$ cat config.mk
export PLATFORM = sky130hd
export DESIGN_NAME = max_heap_priority_queue_core
export DESIGN_NICKNAME = d
export VERILOG_FILES = /design/src/rtl/mhpq_pkg.sv /design/src/rtl/max_heap_priority_queue_core.sv /design/src/rtl/mhpq_ctrl.sv /design/src/rtl/mhpq_dp.sv
export SDC_FILE = /design/constraint.sdc
export NUM_CORES = 2
export LEC_CHECK = 0
export BUFFER_PORTS_ARGS = -buffer_cell sky130_fd_sc_hd__buf_2
export CAP_MARGIN = 30
export CORE_MARGIN = 10
export CORE_UTILIZATION = 33
export CTS_CLUSTER_SIZE = 40
export DETAILED_ROUTE_END_ITERATION = 8
export SLEW_MARGIN = 25
export SYNTH_ARGS = -nofsm -noshare
export SYNTH_HDL_FRONTEND = slang
export SYNTH_HIERARCHICAL = 1
export SYNTH_SLANG_ARGS = --single-unit
$ cat constraint.sdc
create_clock -name clk_i -period 7 [get_ports clk_i]
set_clock_uncertainty 0.05 [all_clocks]
set_input_delay 1.4 -clock clk_i [delete_from_list [all_inputs] [get_ports clk_i]]
set_output_delay 1.4 -clock clk_i [all_outputs]
set_load 0.02 [all_outputs]
$ cat src/rtl/mhpq_pkg.sv
// Shared constants, codes and controller/datapath interface structs
// for the binary max-heap priority queue. No dependencies.
package mhpq_pkg;

  localparam int CAPACITY   = 64;
  localparam int KEY_W      = 32;
  localparam int ADDR_W     = $clog2(CAPACITY);
  localparam int CNT_W      = $clog2(CAPACITY + 1);
  localparam int STATUS_W   = 2;
  localparam int OUT_DATA_W = ((KEY_W + CNT_W + 7) / 8) * 8;

  localparam logic OP_INSERT = 1'b0;
  localparam logic OP_REMOVE = 1'b1;

  localparam logic [STATUS_W-1:0] ST_OK    = 2'd0;
  localparam logic [STATUS_W-1:0] ST_FULL  = 2'd1;
  localparam logic [STATUS_W-1:0] ST_EMPTY = 2'd2;

  // controller -> datapath
  typedef struct packed {
    logic                load_ins;     // count+1, park key at the new slot
    logic                rd_remove;    // read root and last slot
    logic                latch_rem;    // keep root, take last as key, count-1
    logic                rd_parent;    // read parent of pos
    logic                up_move;      // parent moves down into pos
    logic                rd_children;  // read both children of pos
    logic                dn_move;      // larger child moves up into pos
    logic                wr_key;       // write held key at pos
    logic                res_set;      // capture the result
    logic                res_top;      // result carries the removed root
    logic [STATUS_W-1:0] res_status;
    logic                out_load;     // move result into output register
  } mhpq_cmd_t;

  // datapath -> controller
  typedef struct packed {
    logic full;
    logic empty;
    logic pos_root;
    logic parent_lt;
    logic has_left;
    logic child_gt;
    logic out_free;
  } mhpq_sts_t;

endpackage

$ cat src/rtl/max_heap_priority_queue_core.sv
// Top level of the binary max-heap priority queue: stream ports, controller
// and datapath. Depends on mhpq_pkg, mhpq_ctrl and mhpq_dp.
//
//   channel   dir  handshake                    payload
//   s_axis    in   s_axis_tvalid/s_axis_tready  tuser[0]=func, tdata[31:0]=value
//   m_axis    out  m_axis_tvalid/m_axis_tready  tdata[31:0]=max_value,
//                                               tdata[38:32]=count_after,
//                                               tuser[1:0]=status
//
// A dropped insert or an empty remove goes straight to the result; each heap
// level walked is a registered key-store read, then a compare and write, for
// up to 6 levels.
// One request is in work at a time; s_axis_tready is high only while idle.
// A finished result waits in the output register while the next request
// is accepted; if that register is still full at the end of the next
// request, the core holds until m_axis_tready frees it.
// Reset empties the heap (count to zero); the key store itself is not cleared.
module max_heap_priority_queue_core (
  input  logic                                  clk_i,
  input  logic                                  rst_ni,
  input  logic                                  s_axis_tvalid,
  output logic                                  s_axis_tready,
  input  logic [mhpq_pkg::KEY_W-1:0]            s_axis_tdata,   // [31:0] value
  input  logic [0:0]                            s_axis_tuser,   // [0] func
  output logic                                  m_axis_tvalid,
  input  logic                                  m_axis_tready,
  output logic [mhpq_pkg::OUT_DATA_W-1:0]       m_axis_tdata,   // [31:0] max_value,
                                                                // [38:32] count_after
  output logic [mhpq_pkg::STATUS_W-1:0]         m_axis_tuser    // [1:0] status
);
  import mhpq_pkg::*;

  mhpq_cmd_t               cmd;
  mhpq_sts_t               sts;
  logic signed [KEY_W-1:0] out_max;
  logic [STATUS_W-1:0]     out_status;
  logic [CNT_W-1:0]        out_count;

  mhpq_ctrl u_ctrl (
    .clk_i      (clk_i),
    .rst_ni     (rst_ni),
    .in_valid_i (s_axis_tvalid),
    .in_op_i    (s_axis_tuser[0]),
    .in_ready_o (s_axis_tready),
    .sts_i      (sts),
    .cmd_o      (cmd)
  );

  mhpq_dp u_dp (
    .clk_i        (clk_i),
    .rst_ni       (rst_ni),
    .value_i      (s_axis_tdata),
    .cmd_i        (cmd),
    .sts_o        (sts),
    .out_valid_o  (m_axis_tvalid),
    .out_ready_i  (m_axis_tready),
    .out_max_o    (out_max),
    .out_status_o (out_status),
    .out_count_o  (out_count)
  );

  // pack result: max_value low, count_after above it, zero pad to bytes
  assign m_axis_tdata = OUT_DATA_W'({out_count, out_max});
  assign m_axis_tuser = out_status;

endmodule

$ cat src/rtl/mhpq_ctrl.sv
// Sequencer for the heap: accepts requests and steps sift-up/sift-down.
// Depends on mhpq_pkg; drives the datapath through mhpq_cmd_t.
module mhpq_ctrl (
  input  logic               clk_i,
  input  logic               rst_ni,
  input  logic               in_valid_i,
  input  logic               in_op_i,
  output logic               in_ready_o,
  input  mhpq_pkg::mhpq_sts_t sts_i,
  output mhpq_pkg::mhpq_cmd_t cmd_o
);
  import mhpq_pkg::*;

  localparam logic [2:0] S_IDLE   = 3'd0;
  localparam logic [2:0] S_UP_CHK = 3'd1;
  localparam logic [2:0] S_UP_CMP = 3'd2;
  localparam logic [2:0] S_REM_LD = 3'd3;
  localparam logic [2:0] S_DN_CHK = 3'd4;
  localparam logic [2:0] S_DN_CMP = 3'd5;
  localparam logic [2:0] S_DONE   = 3'd6;

  logic [2:0] state_q, state_d;

  always_ff @(posedge clk_i or negedge rst_ni) begin
    if (!rst_ni) begin
      state_q <= S_IDLE;
    end else begin
      state_q <= state_d;
    end
  end

  always_comb begin
    state_d    = state_q;
    cmd_o      = '0;
    in_ready_o = 1'b0;
    case (state_q)
      S_IDLE: begin
        in_ready_o = 1'b1;
        if (in_valid_i) begin
          if (in_op_i == OP_INSERT) begin
            if (sts_i.full) begin
              cmd_o.res_set    = 1'b1;
              cmd_o.res_status = ST_FULL;
              state_d          = S_DONE;
            end else begin
              cmd_o.load_ins = 1'b1;
              state_d        = S_UP_CHK;
            end
          end else begin
            if (sts_i.empty) begin
              cmd_o.res_set    = 1'b1;
              cmd_o.res_status = ST_EMPTY;
              state_d          = S_DONE;
            end else begin
              cmd_o.rd_remove = 1'b1;
              state_d         = S_REM_LD;
            end
          end
        end
      end
      S_UP_CHK: begin
        if (sts_i.pos_root) begin
          cmd_o.wr_key  = 1'b1;
          cmd_o.res_set = 1'b1;
          state_d       = S_DONE;
        end else begin
          cmd_o.rd_parent = 1'b1;
          state_d         = S_UP_CMP;
        end
      end
      S_UP_CMP: begin
        if (sts_i.parent_lt) begin
          cmd_o.up_move = 1'b1;
          state_d       = S_UP_CHK;
        end else begin
          cmd_o.wr_key  = 1'b1;
          cmd_o.res_set = 1'b1;
          state_d       = S_DONE;
        end
      end
      S_REM_LD: begin
        cmd_o.latch_rem = 1'b1;
        state_d         = S_DN_CHK;
      end
      S_DN_CHK: begin
        if (sts_i.has_left) begin
          cmd_o.rd_children = 1'b1;
          state_d           = S_DN_CMP;
        end else begin
          cmd_o.wr_key  = 1'b1;
          cmd_o.res_set = 1'b1;
          cmd_o.res_top = 1'b1;
          state_d       = S_DONE;
        end
      end
      S_DN_CMP: begin
        if (sts_i.child_gt) begin
          cmd_o.dn_move = 1'b1;
          state_d       = S_DN_CHK;
        end else begin
          cmd_o.wr_key  = 1'b1;
          cmd_o.res_set = 1'b1;
          cmd_o.res_top = 1'b1;
          state_d       = S_DONE;
        end
      end
      S_DONE: begin
        if (sts_i.out_free) begin
          cmd_o.out_load = 1'b1;
          state_d        = S_IDLE;
        end
      end
      default: begin
        state_d = S_IDLE;
      end
    endcase
  end

endmodule

$ cat src/rtl/mhpq_dp.sv
// Heap datapath: key store, element count, sift registers and compares,
// result and output registers. Depends on mhpq_pkg.
module mhpq_dp (
  input  logic                              clk_i,
  input  logic                              rst_ni,
  input  logic signed [mhpq_pkg::KEY_W-1:0] value_i,
  input  mhpq_pkg::mhpq_cmd_t               cmd_i,
  output mhpq_pkg::mhpq_sts_t               sts_o,
  output logic                              out_valid_o,
  input  logic                              out_ready_i,
  output logic signed [mhpq_pkg::KEY_W-1:0] out_max_o,
  output logic [mhpq_pkg::STATUS_W-1:0]     out_status_o,
  output logic [mhpq_pkg::CNT_W-1:0]        out_count_o
);
  import mhpq_pkg::*;

  logic [KEY_W-1:0]        mem_q [CAPACITY];

  logic [CNT_W-1:0]        count_q, pos_q;
  logic signed [KEY_W-1:0] key_q, top_q, rd_a_q, rd_b_q;
  logic signed [KEY_W-1:0] res_max_q;
  logic [STATUS_W-1:0]     res_status_q;
  logic                    out_valid_q;

  logic [CNT_W:0]          left_idx, right_idx;
  logic [CNT_W-1:0]        parent_idx, best_idx;
  logic                    has_left, has_right, pick_right;
  logic signed [KEY_W-1:0] best;
  logic [ADDR_W-1:0]       rd_addr_a, rd_addr_b, wr_addr;
  logic [KEY_W-1:0]        wr_data;
  logic                    rd_en, wr_en;

  // slot n of the 1-based heap lives at address n-1
  assign left_idx   = {pos_q, 1'b0};
  assign right_idx  = left_idx + 1'b1;
  assign parent_idx = pos_q >> 1;
  assign has_left   = left_idx  <= {1'b0, count_q};
  assign has_right  = right_idx <= {1'b0, count_q};
  assign pick_right = has_right && (rd_b_q > rd_a_q);
  assign best       = pick_right ? rd_b_q : rd_a_q;
  assign best_idx   = pick_right ? right_idx[CNT_W-1:0] : left_idx[CNT_W-1:0];

  always_comb begin
    rd_addr_a = ADDR_W'(parent_idx - 1'b1);
    rd_addr_b = ADDR_W'(right_idx - 1'b1);
    if (cmd_i.rd_children) begin
      rd_addr_a = ADDR_W'(left_idx - 1'b1);
    end else if (cmd_i.rd_remove) begin
      rd_addr_a = '0;
      rd_addr_b = ADDR_W'(count_q - 1'b1);
    end
  end

  assign rd_en   = cmd_i.rd_parent | cmd_i.rd_children | cmd_i.rd_remove;
  assign wr_en   = cmd_i.up_move | cmd_i.dn_move | cmd_i.wr_key;
  assign wr_addr = ADDR_W'(pos_q - 1'b1);

  always_comb begin
    wr_data = key_q;
    if (cmd_i.up_move) begin
      wr_data = rd_a_q;
    end else if (cmd_i.dn_move) begin
      wr_data = best;
    end
  end

  always_ff @(posedge clk_i) begin
    if (wr_en) begin
      mem_q[wr_addr] <= wr_data;
    end
    if (rd_en) begin
      rd_a_q <= mem_q[rd_addr_a];
      rd_b_q <= mem_q[rd_addr_b];
    end
  end

  // sift registers and result capture
  always_ff @(posedge clk_i) begin
    if (cmd_i.load_ins) begin
      key_q <= value_i;
      pos_q <= count_q + 1'b1;
    end
    if (cmd_i.latch_rem) begin
      top_q <= rd_a_q;
      key_q <= rd_b_q;
      pos_q <= CNT_W'(1);
    end
    if (cmd_i.up_move) begin
      pos_q <= parent_idx;
    end
    if (cmd_i.dn_move) begin
      pos_q <= best_idx;
    end
    if (cmd_i.res_set) begin
      res_max_q    <= cmd_i.res_top ? top_q : '0;
      res_status_q <= cmd_i.res_status;
    end
    if (cmd_i.out_load) begin
      out_max_o    <= res_max_q;
      out_status_o <= res_status_q;
      out_count_o  <= count_q;
    end
  end

  always_ff @(posedge clk_i or negedge rst_ni) begin
    if (!rst_ni) begin
      count_q     <= '0;
      out_valid_q <= 1'b0;
    end else begin
      if (cmd_i.load_ins) begin
        count_q <= count_q + 1'b1;
      end else if (cmd_i.latch_rem) begin
        count_q <= count_q - 1'b1;
      end
      if (cmd_i.out_load) begin
        out_valid_q <= 1'b1;
      end else if (out_ready_i) begin
        out_valid_q <= 1'b0;
      end
    end
  end

  assign out_valid_o = out_valid_q;

  assign sts_o.full      = count_q == CNT_W'(CAPACITY);
  assign sts_o.empty     = count_q == '0;
  assign sts_o.pos_root  = pos_q == CNT_W'(1);
  assign sts_o.parent_lt = key_q > rd_a_q;
  assign sts_o.has_left  = has_left;
  assign sts_o.child_gt  = best > key_q;
  assign sts_o.out_free  = !out_valid_q || out_ready_i;

endmodule

== Word level (Yosys, flattened, before mapping) ==
Memories as Yosys holds them, arrays and structs flattened. A register that Yosys moved wholly into a read port is not among the register bits.
Cells that the tools add are included.
Word-level totals
  register bits after elaboration: 157
  memory bits (writable): 2048
  bits of input ports: 37
  output and inout port bits: 44
  memories: 1
Memories
  u_dp.mem_q: words 64, bits a word 32, rd ports 2, clocked after memory_dff 2, wr ports 1, line mhpq_dp.sv:17  | logic [KEY_W-1:0] mem_q [CAPACITY];
Operators by class
  add/subtract/negate cells: 7
  magnitude comparators: 5
  equality and inequality tests: 10
  multiplexer cells: 62
  bitwise logic cells: 4
  reduce and logical (&&, ||, !) cells: 10
Operators with widths (number)
  $mux 32: 5
  $gt 32x32->1: 3
  $mux 7: 7
  $mux 3: 9
  $mux 1: 25
  $mux 6: 4
  $sub 6x1->6 const B: 4
  $pmux 3 s7: 1
  $le 8x7->1: 2
  $mux 2: 8
  $eq 3x3->1 const B: 3
  $add 8x1->8 const B: 1
  $add 7x1->7 const B: 1
  $eq 7x1->1 const B: 1
  $eq 7x7->1 const B: 1
  $logic_not 7->1: 1
  $sub 7x1->7 const B: 1
  $eq 3x2->1 const B: 2
  $pmux 1 s5: 1
  $ne 2x2->1 const B: 2
  $or 1x1->1: 4
  $pmux 1 s4: 1
  $reduce_and 2->1: 2
  $reduce_bool 2->1: 2
  other kinds (7): 7

== Depth between registers and ports, before layout ==
  word-level depth: 11
  gate-level depth with buffers: 28
  gate-level depth less buffers: 24

== Cells and area by module ==
The synthesis kept the hierarchy.
By module, submodules not included
  mhpq_dp: instances 1, cells each 6690, area each 111906.1 um^2, sequential area each 68005.2 um^2
  mhpq_ctrl: instances 1, cells each 47, area each 364.1 um^2, sequential area each 75.1 um^2
  max_heap_priority_queue_core: instances 1, cells each 2, area each 11.3 um^2, sequential area each 0.0 um^2

== Worst setup path before layout ==
No wires, ideal clock.
  path kind: flip-flop to flip-flop
  start point: register u_dp.count_q[4]
  end point: memory u_dp.mem_q[0][30], data pin
  setup time: 0.542 ns
  arrival: 7.034 ns
  data required time: 6.408 ns
  slack: -0.626 ns
  cell stages (with the launch flop): 29
  buffers on the path: 7
  path through: dfrtp_1 -> clkbuf_1 -> inv_1 -> ha_1 -> nand3_1 -> or4_1 -> o41ai_1 -> nand2_1 -> nor4bb_1 -> buf_2 -> or2_1 -> buf_2 -> buf_4 -> o21ai_1 -> ha_1 -> a21o_1 -> a21oi_1 -> nand2_1 -> a221oi_1 -> o221ai_1 -> o21ba_2 -> a211oi_1 -> nand2_1 -> nor2_1 -> clkbuf_1 -> buf_1 -> buf_1 -> nand2_1 -> o211ai_1
RTL lines
  start: declaration: line mhpq_dp.sv:19  | logic [CNT_W-1:0] count_q, pos_q;
  start signal: assignment: line mhpq_dp.sv:111  | count_q <= count_q + 1'b1;
  start signal: assignment: line mhpq_dp.sv:113  | count_q <= count_q - 1'b1;
  end: declaration: line mhpq_dp.sv:17

==> metrics.cfg <==
[synthesis]
ys_warn_count = 6
synth_flop_cell = edfxtp_1
synth_most_common_cell = edfxtp_1
synth_simple_gate_area_share_pct = 3.02
synth_top_family_by_area = multiplexers
synth_area_per_cell_um2 = 16.7
synth_xor_area_share_pct = 0.187
synth_common_cells = 2258 x edfxtp_1, 2163 x mux2i_1, 544 x mux4_2
synth_compound_area_share_pct = 1.97
synth_area_um2 = 112000
async_flop_share_pct = 0.485
synth_cell_types = 77
syn_inst = 6739
ys_seq_area_share_pct = 60.6
yosys.area.top_type = edfxtp_1
synth_seq_cells = 2269
synth-edff-count = 2258
synth_top_cell_area_share_pct = 60.4
synthAdderAreaFrac_pct = 1.21
synth_area_leaders = edfxtp_1 60%, mux2i_1 19%, mux4_2 11%
mappedNetlistNets = 6885
post_synth_mux_area_share_pct = 30.5

[route]
drc = 0
drtIter0Drc = 7264
dr.pass1.iters = 7
vias = 65688
ant_nets = 0
totalWireLength_um = 339000
vias_per_cell = 5.57
wl_per_cell_um = 28.8

[clock_tree]
cts_max_level = 4
numCtsBuffers = 241
cts_root_buf = clkbuf_16
ctsHoldBuffers = 0
cts_tree = yes
cts_sinks = 2269
cts_max_path_buffers = 3
path_clk_slew_ps = 60
clock_latency_ps = 900

[sta]
setup-tns-final_ps = 0
min_period_over_period_pct = 97.1
fmax_ghz = 0.147
slew-limit-headroom_pct = 26.3
hold_viol = 0
setup_viol = 0
setup_ws_ps = 201
post-route-min-period_ps = 6800
maxSlewViolCount = 0
tightest_slew_ps = 1100

[critical_path]
endpoint_kind = flop
critPathRequiredTime_ps = 7460
cp.arrival_ps = 7260
worstSetupPathType = flop to flop
startpoint_type = flop
worst-path-max-fanout = 36

[finish]
design_area_um2 = 131000
layout-drive-gt1-share_pct = 22.1
nets = 7185
nFillCells = 30787
area_growth_pct = 16.7

[hold_path]
hp-class = flop to flop

[flow_run]
cap_violations = 0

[grt]
met3_usage_pct = 3.83
antenna_found_initial = 23
grt_overflow = 0
gr-usage-met2_pct = 28.4
grt_max_degree = 89
grtUsageTotal_pct = 17.9
grt_pass1_vias = 66166
top_usage_layer = met2
met1_usage_pct = 25.0
grt_pass1_wl_um = 485000

[floorplan]
coreArea_um2 = 339000
fp-row-count = 214
fp.dieH_um = 603
initial_core_util_pct = 33.1
die_w_um = 603
ios = 81
dieArea_um2 = 364000

[place]
place_congestion = 0.876
post_dp_cell_area_um2 = 123000
dpl_worst_slack_ps = -165
port_buffers = 79
hpwl_um = 222000

[outcome]
status = finished, final reports clean

==> registers in the layout, indices dropped and copies added (netlist names), 32 cells and up <==
name / flops
u_dp/key_q: 32
u_dp/mem_q: 2048
u_dp/out_max_o: 32
u_dp/rd_a_q: 32
u_dp/rd_b_q: 32
u_dp/res_max_q: 32
u_dp/top_q: 32
==> routing by layer <==
metal  vias to the layer above  share of wire [%]
met5                         -              0.012
met4                         6                2.5
met3                       487                8.5
met2                      2818                 46
met1                     34589                 43
li1                      27788                  -
==> stage by stage <==
step | cells | hold WS, ps | utilization, %
floorplan | 6739 | 350 | -
global placement | 11309 | 352 | 36.1
detailed placement | 11315 | 355 | 36.1
CTS | 11770 | 312 | 38.6
global route | 11786 | 317 | 38.6
finish | 11788 | 321 | 38.6
==> cells in the final DEF, fill, tap and decap left out, drive strengths merged, types with 11 or more instances in the layout <==
cell type,n
o21ai,77
nor2b,11
clkinv,105
and2,33
dfrtp,11
a21oi,38
edfxtp,2258
nor2,93
nand3,152
a311oi,38
nand2b,11
xnor2,19
clkbuf,287
mux4,544
inv,94
nand4,17
a22oi,28
ha,109
and3,26
bufinv,36
mux2,32
o211ai,30
buf,523
clkinvlp,19
or3,25
a21o,28
mux2i,2164
nor3,21
nand2,308
==> final timing paths <==
check,from,endpoint,slack (ps),depth (start not counted)
max,u_dp/rd_a_q[25],u_dp/mem_q[36][26],200,27
min,u_dp/res_status_q[1],u_dp/out_status_o[1],320,0
max reg2reg,u_dp/rd_a_q[25],u_dp/mem_q[36][26],200,27
min reg2reg,u_dp/res_status_q[1],u_dp/out_status_o[1],320,0
max in group asynchronous,rst_ni,u_dp/count_q[2],6280,1
min in group asynchronous,rst_ni,u_dp/out_valid_o,400,1
==> repair_timing <==
| action | CTS | global route |
|---|---|---|
| resized for setup | 2 | 9 |
| pin swaps | 0 | 5 |
| hold endpoints to repair | 0 | 0 |
| setup endpoints to repair | 575 | 3833 |
| gates cloned | 1 | 4 |
| buffers inserted | 1 | 7 |
==> final cells by class <==
class | count | area (µm²) | share of cell area, %
Inverter | 85 | 319 | 0.243
Antenna cell | 3 | 7.51 | 0.00573
Clock buffer | 284 | 6290 | 4.80
Multi-Input combinational cell | 3916 | 42300 | 32.3
Sequential cell | 2269 | 68100 | 52.0
Timing Repair Buffer | 526 | 6430 | 4.91
Clock inverter | 169 | 1950 | 1.49
Tap cell | 4536 | 5680 | 4.33
==> critical path: stages (launching register included) <==
cell	delay, ps
edfxtp_1	500
inv_1	130
ha_1	330
nand4_1	150
nor4_1	510
o41ai_2	190
buf_4	180
a21oi_4	280
buf_12	250
o21ai_0	140
o21ai_1	130
ha_1	260
a21o_1	180
a21o_1	170
a21o_1	170
a211oi_1	330
o221ai_1	250
o21ba_2	250
a211oi_1	280
nand2_1	190
nor2_4	240
o31a_1	220
buf_12	140
nand3_1	130
buf_12	220
nor2_4	120
buf_4	150
buf_12	190
==> cell families after synthesis <==
group / Yosys count
multiplexers: 2740
adder cells (fa/ha/maj): 109
buffers and inverters: 555
AND/OR/NAND/NOR: 725
flip-flops: 2269
AO/OA/AOI/OAI: 316
XOR/XNOR: 24
other: 1
Power is not shown: default switching activity piles up to over one toggle a cycle in this logic, so the estimate is an artifact.
